**config.mk**
```make
export PLATFORM = sky130hd
export DESIGN_NAME = event_rate_limiter_backoff_top
export DESIGN_NICKNAME = d
export VERILOG_FILES = /design/src/hdl/erlb_pkg.sv /design/src/hdl/event_rate_limiter_backoff_top.sv /design/src/hdl/erlb_shcmp.sv /design/src/hdl/erlb_ctrl.sv
export SDC_FILE = /design/constraint.sdc
export NUM_CORES = 1
export LEC_CHECK = 0
export BUFFER_PORTS_ARGS = -buffer_cell sky130_fd_sc_hd__buf_2
export CAP_MARGIN = 5
export CORE_ASPECT_RATIO = 0.7
export CORE_MARGIN = 1
export CORE_UTILIZATION = 40
export CTS_BUF_LIST = sky130_fd_sc_hd__clkbuf_4 sky130_fd_sc_hd__clkbuf_8
export CTS_CLUSTER_DIAMETER = 60
export CTS_CLUSTER_SIZE = 28
export DETAILED_ROUTE_END_ITERATION = 8
export HOLD_SLACK_MARGIN = 0.12
export PLACE_DENSITY = 0.59
export SLEW_MARGIN = 30
export SYNTH_ARGS = -nofsm -noshare
export SYNTH_HDL_FRONTEND = slang
export SYNTH_HIERARCHICAL = 1
export SYNTH_SLANG_ARGS = --single-unit
```
**constraint.sdc**
```tcl
create_clock -name i_clk -period 9.2 [get_ports i_clk]
set_input_delay 0.92 -clock i_clk [delete_from_list [all_inputs] [get_ports i_clk]]
set_output_delay 0.92 -clock i_clk [all_outputs]
set_load 0.05 [all_outputs]
```
**src/hdl/erlb_pkg.sv**
```systemverilog
// Shared constants, types and control structures of the event rate limiter.
`timescale 1ns / 1ps

package erlb_pkg;

    localparam int CountBits  = 32;
    localparam int CmpBits    = (CountBits > 16) ? CountBits : 16;
    localparam int ExtBits    = (CountBits > 32) ? CountBits : 32;
    localparam int CfgBits    = 17;
    localparam int CfgIdxBits = 2;
    localparam int SkipBits   = 17;

    typedef enum logic [CfgIdxBits-1:0] {
        CFG_REACT_LIMIT       = 2'd0,
        CFG_WINDOW_SECONDS    = 2'd1,
        CFG_PRESCALE_INTERVAL = 2'd2
    } t_cfg_idx;

    typedef enum logic [2:0] {
        ST_IDLE,
        ST_WINDOW,
        ST_DECIDE,
        ST_BACKOFF,
        ST_OUT
    } t_state;

    typedef struct packed {
        logic capture;
        logic window_step;
        logic decide;
        logic sc_start;
        logic backoff_done;
        logic out_load;
    } t_ctrl;

    typedef struct packed {
        logic need_backoff;
        logic out_free;
    } t_dp_status;

    typedef struct packed {
        logic done;
        logic hit;
    } t_sc_status;

endpackage

```
**src/hdl/event_rate_limiter_backoff_top.sv**
```systemverilog
// Top level of the event rate limiter with exponential backoff.
`timescale 1ns / 1ps

// Usage: each input transaction carries one event timestamp in seconds on
// i_event_time, handshaked by i_in_valid and o_in_ready. Each event yields
// exactly one output transaction on o_out_valid and i_out_ready with the react
// flag, the window count and the total count after this event.
// Configuration is written through i_cfg_we, i_cfg_index and i_cfg_data while
// the block is idle. Index 0 is the reaction limit, index 1 the idle window in
// seconds and index 2 the prescale interval; other indexes are ignored.
// Sequence: an accepted event passes through the window, decide and output
// states, and the result is loaded into the output register in the output
// state before the idle state accepts the next event. A search for a window
// count above a positive limit runs in a backoff state between decide and
// output and tests one power of two per cycle.
// The next event is accepted once the previous result sits in the output
// register, even if the receiver has not yet taken it.
// If the receiver stalls, the result waits in the output register and the
// following event stops before its own output load until the slot frees.
// Reset restores the default registers (unlimited reactions, window disabled,
// no prescaling) and clears the previous timestamp, counts and prescaler.

module event_rate_limiter_backoff_top
    import erlb_pkg::*;
(
    input  logic                  i_clk,
    input  logic                  i_rst_n,
    input  logic                  i_in_valid,
    output logic                  o_in_ready,
    input  logic [31:0]           i_event_time,
    output logic                  o_out_valid,
    input  logic                  i_out_ready,
    output logic                  o_react,
    output logic [31:0]           o_window_count,
    output logic [31:0]           o_total_count,
    input  logic                  i_cfg_we,
    input  logic [CfgIdxBits-1:0] i_cfg_index,
    input  logic [CfgBits-1:0]    i_cfg_data
);

    logic [16:0]          r_limit;
    logic [16:0]          r_window;
    logic [15:0]          r_interval;
    logic [31:0]          r_time;
    logic [31:0]          r_prev;
    logic [CountBits-1:0] r_win;
    logic [CountBits-1:0] r_total;
    logic [SkipBits-1:0]  r_skip;
    logic                 r_react;
    logic                 r_ovalid;
    logic                 r_oreact;
    logic [31:0]          r_owin;
    logic [31:0]          r_ototal;

    t_ctrl                w_ctrl;
    t_dp_status           w_dp;
    t_sc_status           w_sc;

    logic signed [32:0]   w_elapsed;
    logic signed [32:0]   w_window_ext;
    logic                 w_restart;
    logic [SkipBits-1:0]  w_reload;
    logic [SkipBits-1:0]  w_skip_base;
    logic [CountBits-1:0] w_win_base;
    logic                 w_pass;
    logic                 w_le;
    logic [CountBits-1:0] w_lim_cb;
    logic [ExtBits-1:0]   w_win_ext;
    logic [ExtBits-1:0]   w_total_ext;

    assign w_elapsed    = $signed({1'b0, r_time}) - $signed({1'b0, r_prev});
    assign w_window_ext = $signed({{16{r_window[16]}}, r_window});
    assign w_restart    = !r_window[16] && (w_elapsed >= w_window_ext);
    assign w_reload     = (r_interval == '0) ? '0 : SkipBits'({1'b0, r_interval} - 17'd1);
    assign w_skip_base  = w_restart ? w_reload : r_skip;
    assign w_win_base   = w_restart ? '0 : r_win;

    assign w_pass   = (r_skip >= {1'b0, r_interval}) && (r_limit != '0);
    assign w_le     = CmpBits'(r_win) <= CmpBits'(r_limit[15:0]);
    assign w_lim_cb = CountBits'(r_limit[15:0]);

    assign w_dp.need_backoff = w_pass && !r_limit[16] && !w_le;
    assign w_dp.out_free     = !r_ovalid || i_out_ready;

    assign w_win_ext   = ExtBits'(r_win);
    assign w_total_ext = ExtBits'(r_total);

    erlb_ctrl u_ctrl (
        .i_clk      (i_clk),
        .i_rst_n    (i_rst_n),
        .i_in_valid (i_in_valid),
        .i_dp       (w_dp),
        .i_sc       (w_sc),
        .o_in_ready (o_in_ready),
        .o_ctrl     (w_ctrl)
    );

    erlb_shcmp u_shcmp (
        .i_clk    (i_clk),
        .i_rst_n  (i_rst_n),
        .i_start  (w_ctrl.sc_start),
        .i_target (r_win - w_lim_cb),
        .i_base   (w_lim_cb),
        .o_status (w_sc)
    );

    always_ff @(posedge i_clk) begin
        if (!i_rst_n) begin
            r_limit    <= '1;
            r_window   <= '1;
            r_interval <= '0;
            r_prev     <= '0;
            r_win      <= '0;
            r_total    <= '0;
            r_skip     <= '0;
            r_ovalid   <= 1'b0;
        end else begin
            if (i_cfg_we) begin
                unique case (i_cfg_index)
                    CFG_REACT_LIMIT: begin
                        r_limit <= i_cfg_data;
                    end
                    CFG_WINDOW_SECONDS: begin
                        r_window <= i_cfg_data;
                    end
                    CFG_PRESCALE_INTERVAL: begin
                        r_interval <= i_cfg_data[15:0];
                        r_skip     <= (i_cfg_data[15:0] == '0) ? '0
                                      : SkipBits'({1'b0, i_cfg_data[15:0]} - 17'd1);
                    end
                    default: begin
                        r_interval <= r_interval;
                    end
                endcase
            end
            if (w_ctrl.window_step) begin
                r_prev  <= r_time;
                r_win   <= (w_win_base == '1) ? w_win_base : w_win_base + 1'b1;
                r_total <= (r_total == '1) ? r_total : r_total + 1'b1;
                r_skip  <= (w_skip_base == '1) ? w_skip_base : w_skip_base + 1'b1;
            end
            if (w_ctrl.decide && w_pass && (r_limit[16] || w_le)) begin
                r_skip <= '0;
            end
            if (w_ctrl.backoff_done && w_sc.hit) begin
                r_skip <= '0;
            end
            if (w_ctrl.out_load) begin
                r_ovalid <= 1'b1;
            end else if (i_out_ready) begin
                r_ovalid <= 1'b0;
            end
        end
    end

    always_ff @(posedge i_clk) begin
        if (w_ctrl.capture) begin
            r_time <= i_event_time;
        end
        if (w_ctrl.decide) begin
            r_react <= w_pass && (r_limit[16] || w_le);
        end
        if (w_ctrl.backoff_done) begin
            r_react <= w_sc.hit;
        end
        if (w_ctrl.out_load) begin
            r_oreact <= r_react;
            r_owin   <= w_win_ext[31:0];
            r_ototal <= w_total_ext[31:0];
        end
    end

    assign o_out_valid    = r_ovalid;
    assign o_react        = r_oreact;
    assign o_window_count = r_owin;
    assign o_total_count  = r_ototal;

    a_zero_limit_silent: assert property (@(posedge i_clk) disable iff (!i_rst_n)
        w_ctrl.out_load && (r_limit == '0) |-> !r_react)
        else $error("A zero limit produced a reaction.");

    a_window_within_total: assert property (@(posedge i_clk) disable iff (!i_rst_n)
        w_ctrl.out_load |-> r_win <= r_total)
        else $error("Window count exceeded total count.");

    a_search_positive_limit: assert property (@(posedge i_clk) disable iff (!i_rst_n)
        w_ctrl.sc_start |-> !r_limit[16] && (r_limit != '0) && (r_win > w_lim_cb))
        else $error("Backoff search started without a count above a positive limit.");

    a_result_held: assert property (@(posedge i_clk) disable iff (!i_rst_n)
        r_ovalid && !i_out_ready |=> r_ovalid)
        else $error("Pending result dropped while the receiver stalled.");

endmodule

```
**src/hdl/erlb_shcmp.sv**
```systemverilog
// Shift-and-compare unit that tests whether a difference is the limit times a power of two.
`timescale 1ns / 1ps

module erlb_shcmp
    import erlb_pkg::*;
(
    input  logic                 i_clk,
    input  logic                 i_rst_n,
    input  logic                 i_start,
    input  logic [CountBits-1:0] i_target,
    input  logic [CountBits-1:0] i_base,
    output t_sc_status           o_status
);

    logic                 r_active;
    logic                 n_active;
    logic [CountBits:0]   r_shift;
    logic [CountBits:0]   n_shift;
    logic [CountBits-1:0] r_target;
    logic [CountBits-1:0] n_target;
    logic                 w_eq;
    logic                 w_gt;

    assign w_eq = (r_shift == {1'b0, r_target});
    assign w_gt = (r_shift > {1'b0, r_target});

    assign o_status.done = r_active && (w_eq || w_gt);
    assign o_status.hit  = r_active && w_eq;

    always_comb begin
        n_active = r_active;
        n_shift  = r_shift;
        n_target = r_target;
        if (i_start) begin
            n_active = 1'b1;
            n_shift  = {1'b0, i_base};
            n_target = i_target;
        end else if (r_active) begin
            if (w_eq || w_gt) begin
                n_active = 1'b0;
            end else begin
                n_shift = {r_shift[CountBits-1:0], 1'b0};
            end
        end
    end

    always_ff @(posedge i_clk) begin
        if (!i_rst_n) begin
            r_active <= 1'b0;
        end else begin
            r_active <= n_active;
        end
        r_shift  <= n_shift;
        r_target <= n_target;
    end

    a_shift_no_overflow: assert property (@(posedge i_clk) disable iff (!i_rst_n)
        r_active && !(w_eq || w_gt) |=> !r_shift[CountBits] || o_status.done)
        else $error("Shift register passed the target without stopping.");

    a_start_from_idle: assert property (@(posedge i_clk) disable iff (!i_rst_n)
        i_start |-> !r_active)
        else $error("Shift-compare unit restarted while busy.");

    a_done_ends: assert property (@(posedge i_clk) disable iff (!i_rst_n)
        o_status.done && !i_start |=> !r_active)
        else $error("Shift-compare unit stayed active after finishing.");

endmodule

```
**src/hdl/erlb_ctrl.sv**
```systemverilog
// Sequencer that steps one event through window, decision, backoff search and output.
`timescale 1ns / 1ps

module erlb_ctrl
    import erlb_pkg::*;
(
    input  logic       i_clk,
    input  logic       i_rst_n,
    input  logic       i_in_valid,
    input  t_dp_status i_dp,
    input  t_sc_status i_sc,
    output logic       o_in_ready,
    output t_ctrl      o_ctrl
);

    t_state r_state;
    t_state n_state;

    always_comb begin
        n_state = r_state;
        unique case (r_state)
            ST_IDLE: begin
                if (i_in_valid) begin
                    n_state = ST_WINDOW;
                end
            end
            ST_WINDOW: begin
                n_state = ST_DECIDE;
            end
            ST_DECIDE: begin
                n_state = i_dp.need_backoff ? ST_BACKOFF : ST_OUT;
            end
            ST_BACKOFF: begin
                if (i_sc.done) begin
                    n_state = ST_OUT;
                end
            end
            ST_OUT: begin
                if (i_dp.out_free) begin
                    n_state = ST_IDLE;
                end
            end
            default: begin
                n_state = ST_IDLE;
            end
        endcase
    end

    always_comb begin
        o_in_ready = 1'b0;
        o_ctrl     = '0;
        unique case (r_state)
            ST_IDLE: begin
                o_in_ready     = 1'b1;
                o_ctrl.capture = i_in_valid;
            end
            ST_WINDOW: begin
                o_ctrl.window_step = 1'b1;
            end
            ST_DECIDE: begin
                o_ctrl.decide   = 1'b1;
                o_ctrl.sc_start = i_dp.need_backoff;
            end
            ST_BACKOFF: begin
                o_ctrl.backoff_done = i_sc.done;
            end
            ST_OUT: begin
                o_ctrl.out_load = i_dp.out_free;
            end
            default: begin
                o_in_ready = 1'b0;
            end
        endcase
    end

    always_ff @(posedge i_clk) begin
        if (!i_rst_n) begin
            r_state <= ST_IDLE;
        end else begin
            r_state <= n_state;
        end
    end

    a_one_step: assert property (@(posedge i_clk) disable iff (!i_rst_n)
        $onehot0({o_ctrl.capture, o_ctrl.window_step, o_ctrl.decide,
                  o_ctrl.backoff_done, o_ctrl.out_load}))
        else $error("More than one sequencer step active at once.");

    a_busy_after_accept: assert property (@(posedge i_clk) disable iff (!i_rst_n)
        i_in_valid && o_in_ready |=> !o_in_ready)
        else $error("Sequencer took a second transaction while busy.");

    a_backoff_needs_done: assert property (@(posedge i_clk) disable iff (!i_rst_n)
        r_state == ST_BACKOFF && !i_sc.done |=> r_state == ST_BACKOFF)
        else $error("Backoff search left before the unit finished.");

endmodule

```
==> results.json, run 1 <==
{
  "critPathCaptureType": "register",
  "setup_viol": 0,
  "path_class": "reg -> reg",
  "synth_area_um2": 19040,
  "synth_ff_type": "dfxtp_1",
  "die_h_um": 184.5,
  "areaGrowthSynthToFinish_pct": 10.71,
  "leakagePower_nw": 8.351,
  "ys.warnings.count": 6,
  "max-vdd-ir-drop_v": 0.0001600,
  "wl_met1_mm": 25.95,
  "die_w_um": 262.8,
  "wl_per_cell_um": 18.81,
  "dieArea_um2": 48490,
  "via_count": 14630,
  "ios": 123,
  "drive_above_1_share_pct": 12.54,
  "ctsHtreeMaxLevel": 1,
  "dr_wl_met2_mm": 21.01,
  "post_cts_resized": 0,
  "grt-ovfl-total": 0,
  "status": "completed",
  "syn_avg_cell_area_um2": 9.684,
  "relSlewSlack_pct": 37.36,
  "slowest_delay_ns": 0.54,
  "hpwl_mm": 38.14,
  "synthCells": 1966,
  "cts_buffers": 30,
  "clock_tree.buffer_depth": 3,
  "postCtsHoldBufs": 0,
  "fmax_mhz": 130.8,
  "port_buffers": 122,
  "finalCriticalPeriod_ns": 7.643,
  "worst_ep_arrival_time_ns": 8.20,
  "postCtsSetupRepairBufs": 0,
  "grt_pass1_vias": 13740,
  "clk_pin_slew_ns": 0.12,
  "synthArstFlopShare_pct": 0,
  "viasPerCell": 5.399,
  "grt_use_total_pct": 20.79,
  "ys_seq_elements": 331,
  "insertion_delay_ns": 0.68,
  "drc": 0,
  "tritoncts": "yes",
  "min_path_type": "in -> reg",
  "finish.utilization_pct": 45.10,
  "p_per_area_nw_per_um2": 155.9,
  "cp-start-kind": "register",
  "clock-sinks": 331,
  "fin_nets": 2267,
  "yosysSeqAreaShare_pct": 43.32,
  "synth.distinct_cells": 92,
  "totalNegativeSetupSlack_ns": 0,
  "gp_congestion": 0.9604,
  "diodes": 0,
  "postRouteWirelength_mm": 50.96,
  "critPathRequiredTime_ns": 9.75,
  "worstMarginPinSlew_ns": 0.9396,
  "grt_max_degree": 99,
  "placed_cells": 2652,
  "dr.pass1.iters": 5,
  "slew_violations": 0,
  "layout_setup_ws_ns": 1.557,
  "period_share_pct": 83.07,
  "antenna_left": 0,
  "rows": 66,
  "hold_viol": 0,
  "cts_root_buf": "clkbuf_8",
  "fin_worst_skew_ns": 0.04150,
  "synth-edff-count": 162,
  "grt_pass1_wl_mm": 79.44,
  "crit_slowest_cell": "a2bb2oi_2",
  "dp_slack_ns": 1.639,
  "fin_cells": 2709,
  "antenna_found_initial": 0,
  "dr_wl_met3_mm": 2.727,
  "rsz0062_at_grt": "no",
  "power_mw": 3.287,
  "coreArea_um2": 46740,
  "crit_path_max_fanout": 15,
  "top_layer_used": "met4",
  "maxCapViolCount": 0,
  "start_util_pct": 40.73,
  "drtIter0Drc": 1051
}
## cells in the final DEF (no fill, tap or decap), types with 8 or more instances in the layout
master and count:
edfxtp_1 162, mux2i_1 45, a21boi_0 32, o31ai_1 10, conb_1 16, and2_1 56, clkbuf_8 30, nand2_1 215
nand4_1 45, buf_4 14, nand2b_1 16, a21o_1 19, nor4_1 21, nor2_1 77, nand3_1 68, ha_1 136
or3_1 26, dfxtp_1 169, xnor2_1 91, o211ai_1 39, or4_1 8, nor2b_1 40, o21a_1 16, buf_2 121
nor3_1 41, inv_1 148, or2_2 8, and3_1 24, mux2_2 34, a21oi_1 96, a211oi_1 18, xor2_1 41
o21ai_0 61
## where the power goes
| part | internal (mW) | switching [mW] | total [mW] | leakage, nW |
|---|---|---|---|---|
| combinational | 0.225 | 0.363 | 0.588 | 4.93 |
| sequential | 1.58 | 0.0417 | 1.62 | 3.04 |
| clock | 0.468 | 0.609 | 1.08 | 0.382 |
## metal layers
| metal | up-vias | global-route usage, % |
|---|---|---|
| li1 | 7262 | - |
| met1 | 7005 | 31.14 |
| met2 | 292 | 30.65 |
| met3 | 67 | 3.567 |
| met4 | 0 | 5.129 |
| met5 | - | 0 |
## metrics by stage
step | instance area (um2) | hold slack (ns)
5_1_grt | 21080 | 0.3652
2_1_floorplan | 19090 | 0.4003
3_3_place_gp | 20270 | 0.4089
6_report | 21080 | 0.4147
4_1_cts | 21050 | 0.3539
3_5_place_dp | 20280 | 0.4123
## critical path: cells and delay by family, from the launching register on
family,cells,cell delay [ns]
DFF,1,0.40
muxes,2,0.77
AOI/OAI and AO/OA,12,3.22
adders and majority gates,3,0.96
xor gates and xnor gates,1,0.09
and+or+nand+nor,8,2.11
## synth_stat cells, types with 5 or more instances
library cell	count	share of area, %
or3_1	26	0.85
a21oi_1	96	2.5
dfxtp_1	169	18
ha_1	136	8.9
nand3b_1	7	0.28
a221oi_1	7	0.32
clkbuf_1	53	1.0
o21a_1	16	0.63
nand2b_1	16	0.53
xnor2_1	91	4.2
buf_1	7	0.14
buf_2	13	0.34
and4_1	5	0.23
or4_1	8	0.32
edfxtp_1	162	26
o2111ai_1	6	0.28
inv_1	148	2.9
nor2_1	78	1.5
o31ai_1	10	0.39
nor3_1	43	1.1
and3_1	24	0.79
nand2_1	215	4.2
mux2i_1	45	2.4
or2_2	8	0.26
and2_1	56	1.8
a31oi_1	7	0.23
o211ai_1	39	1.5
o21ai_0	61	1.6
nor2b_1	41	1.3
nand4_1	45	1.5
a21boi_0	32	1.3
mux2_2	34	2.0
a21o_1	19	0.75
nor4_1	21	0.69
a211oi_1	18	0.71
a41oi_1	5	0.23
a211o_1	5	0.23
nand3_1	68	1.8
xor2_1	41	1.9
## area by class of cell
type	count	area [um2]
clock inverters	24	336.6
well taps	612	765.7
inverters	148	555.5
fillers	4493	25660
repair buffers	137	749.5
flip-flops and latches	331	8248
clock buffers	32	427.9
multi-input cells	1425	9995
## worst paths after layout
check | slack (ns) | depth (start not counted) | start | endpoint
worst min-delay path | 0.41 | 1 | i_event_time[29] | r_time[29]
worst max-delay path | 1.56 | 26 | r_time[5] | r_skip[1]
worst max register to register | 1.56 | 26 | r_time[5] | r_skip[1]
worst min register to register | 0.44 | 0 | r_react | o_react
## registers in the layout, indices dropped and copies added (netlist names)
name	count
u_shcmp/r_shift	33
o_total_count	32
o_window_count	32
r_prev	32
r_time	32
r_total	32
r_win	32
u_shcmp/r_target	32
r_limit	17
r_skip	17
r_window	17
r_interval	16
u_ctrl/r_state	3
o_out_valid	1
o_react	1
r_react	1
u_shcmp/r_active	1
## logic make-up after synthesis
family                   Yosys count  share of synthesized area, %
AO/OA/AOI/OAI                    373                         13.50
XOR/XNOR                         132                         6.073
multiplexers                      82                         4.673
other                              1                       0.01970
adder cells (fa/ha/maj)          138                         9.148
buffers and inverters            225                         4.660
AND/OR/NAND/NOR                  684                         18.61
flip-flops                       331                         43.32
(Power assumes the default switching activity.)
==> inputs of run 2 (changes only) <==
Settings changed: ABC_AREA set to 1, PLACE_DENSITY 0.59 to 0.58.
Clock period 9.2 ns to 7.6 ns, I/O delays scaled along.
==> run 2 against run 1 <==
Compared with the run above:
- combinational power grew to 4.8 times the previous value
- sequential power is 41% higher
- first-iteration DRC count grew 45%
- flip-flop and latch count unchanged
- fmax grew 21%
- highest routed layer unchanged
- largest power group is now combinational logic
- clock power is 19% higher
- wire length rose by 8.4%
- area after synthesis grew 7.1%
- non-clock buffer count is 2 higher
==> results.json, run 2 <==
{
  "final_cell_mix": "nand2_1, inv_1, nor2_1",
  "clock_tree.buffer_depth": 3,
  "critPathLaunch": "r_time[0]",
  "p_int_mw": 3.519,
  "fmax_mhz": 158.7,
  "endpoint": "r_win[0]",
  "hold_viol": 0,
  "clk_pin_slew_ns": 0.12,
  "cp.buffers_inverters": 6,
  "synthArstFlopShare_pct": 0,
  "p_per_area_nw_per_um2": 286.7,
  "ys.warnings.count": 6,
  "netSwitchingFraction_pct": 44.99,
  "ios": 123,
  "synth_area_um2": 20390,
  "p_sw_mw": 2.878,
  "slowest_delay_ns": 0.40,
  "wl_per_cell_um": 16.11,
  "layout_setup_ws_ns": 1.298,
  "drive_above_1_share_pct": 11.61,
  "synth_top_cell_area_share_pct": 23.86,
  "synthCells": 2643,
  "die_h_um": 190.9,
  "power_mw": 6.397,
  "cp_common_cell": "nand2_1",
  "reg2reg_setup_slack_ns": 1.30,
  "fin_worst_hold_slack_ns": 0.2287,
  "cts_buffers": 30,
  "dp_slack_ns": 1.345,
  "antenna_left": 0,
  "yosysTopAreaCell": "edfxtp_1",
  "critPathCaptureType": "register",
  "synth.distinct_cells": 59,
  "period_share_pct": 82.92,
  "postRouteWirelength_mm": 55.26,
  "path_depth": 39,
  "relSlewSlack_pct": 40.98,
  "dieArea_um2": 51890,
  "placed_cells": 3374,
  "grt_use_total_pct": 21.14,
  "postCtsHoldBufs": 0,
  "grt_pass1_wl_mm": 88.02,
  "ys_seq_elements": 331,
  "syn_avg_cell_area_um2": 7.715,
  "fin_cells": 3430,
  "viasPerCell": 5.120,
  "num-fill-cells": 5009,
  "via_count": 17560,
  "post_cts_resized": 0,
  "critPathRequiredTime_ns": 8.15,
  "worstRegToRegCells": 39,
  "ctsHtreeMaxLevel": 1,
  "rows": 68,
  "areaGrowthSynthToFinish_pct": 9.419,
  "cp_top_family": "simple AND/OR/NAND/NOR gates",
  "fin_worst_skew_ns": 0.05196,
  "crit_path_max_fanout": 31,
  "path_class": "reg -> reg",
  "drtIter0Drc": 1524,
  "drc": 0,
  "seqPwrFrac_pct": 35.8,
  "finalCriticalPeriod_ns": 6.302,
  "grt_max_degree": 94,
  "p_comb_share_pct": 44.2,
  "coreArea_um2": 49770,
  "worstMarginPinSlew_ns": 0.8854,
  "yosysSeqAreaShare_pct": 40.45,
  "hpwl_mm": 41.20,
  "gp_congestion": 0.9279,
  "final_common_cell": "nand2_1",
  "leakagePower_nw": 9.879,
  "synth_ff_type": "dfxtp_1",
  "tritoncts": "yes",
  "slew_violations": 0,
  "synth-edff-count": 162,
  "setup_viol": 0,
  "grt_pass1_vias": 16290,
  "grt-ovfl-total": 0,
  "r2r_start": "r_time[0]",
  "clock-sinks": 331,
  "cp-start-kind": "register",
  "rsz0062_at_grt": "no",
  "maxCapViolCount": 0,
  "min_path_type": "in -> reg",
  "totalNegativeSetupSlack_ns": 0,
  "r2r_end": "r_win[0]",
  "antenna_found_initial": 1,
  "insertion_delay_ns": 0.69,
  "yosysMostFrequentCell": "nand2_1",
  "power.share.clock_pct": 20.1,
  "cts_root_buf": "clkbuf_8",
  "worst_ep_arrival_time_ns": 6.85,
  "status": "completed",
  "dr.pass1.iters": 6,
  "start_util_pct": 40.97,
  "largest_reg_flops": 33,
  "fin_nets": 2935,
  "port_buffers": 122,
  "synthTopCellsByArea": "edfxtp_1, dfxtp_1, nand2_1, ha_1, inv_1",
  "crit_slowest_cell": "fa_1",
  "die_w_um": 271.9,
  "diodes": 0,
  "largest-register": "u_shcmp/r_shift",
  "synth_common_cells": "nand2_1, inv_1, nor2_1, a21oi_1, dfxtp_1",
  "max-vdd-ir-drop_v": 0.0001960,
  "postCtsSetupRepairBufs": 0
}
==> run 2: through the flow <==
stage               util (%)  cell area (um2)
global placement       43.30            21550
finish                 44.82            22310
global route           44.82            22310
floorplan                  -            20450
CTS                    44.81            22300
detailed placement     43.30            21550
==> run 2: layout make-up <==
cell class	count	area, um2	area share, %
Clock buffer	34	455.4	2.041
Clock inverter	22	295.3	1.324
Inverter	359	1348	6.040
Multi-Input combinational cell	1880	10390	46.58
Sequential cell	331	8248	36.97
Tap cell	665	832.0	3.729
Timing Repair Buffer	139	740.7	3.320
==> run 2: how the worst min path moves through the flow <==
stage                     from        end  slack [ns]  cells after the start
2_1_floorplan          r_react    o_react        0.40                      0
3_3_place_gp           r_react    o_react        0.40                      0
3_5_place_dp           r_react    o_react        0.41                      0
4_1_cts        i_event_time[6]  r_time[6]        0.19                      1
5_1_grt        i_event_time[6]  r_time[6]        0.19                      1
6_report       i_event_time[6]  r_time[6]        0.23                      1
==> run 2: layer usage <==
metal	global-route usage (%)	routed length (um)	vias up
li1	-	-	8939
met1	32.23	28130	8047
met2	30.71	22260	504
met3	3.454	3648	73
met4	5.013	1220	0
met5	0	0	-
==> run 2: power by group through the flow <==
stage / Clock [mW] / Combinational, mW / Sequential, mW
detailed placement: 0 / 2.80 / 2.32
floorplan: 0 / 1.97 / 2.49
global placement: 0 / 2.76 / 2.32
CTS: 1.33 / 2.82 / 2.29
global route: 1.39 / 3.17 / 2.31
finish: 1.28 / 2.83 / 2.29
==> run 2: cells by family (layout without fill, tap and decap cells) <==
logic type | after synthesis | count (layout) | synth area share [%]
buffers and inverters | 447 | 554 | 9.051
adders and majority gates | 138 | 138 | 8.542
and+or+nand+nor | 1232 | 1232 | 26.96
AOI/OAI and AO/OA | 412 | 412 | 11.46
DFF | 331 | 331 | 40.45
xor gates and xnor gates | 82 | 82 | 3.522
other | 1 | 16 | 0.01839
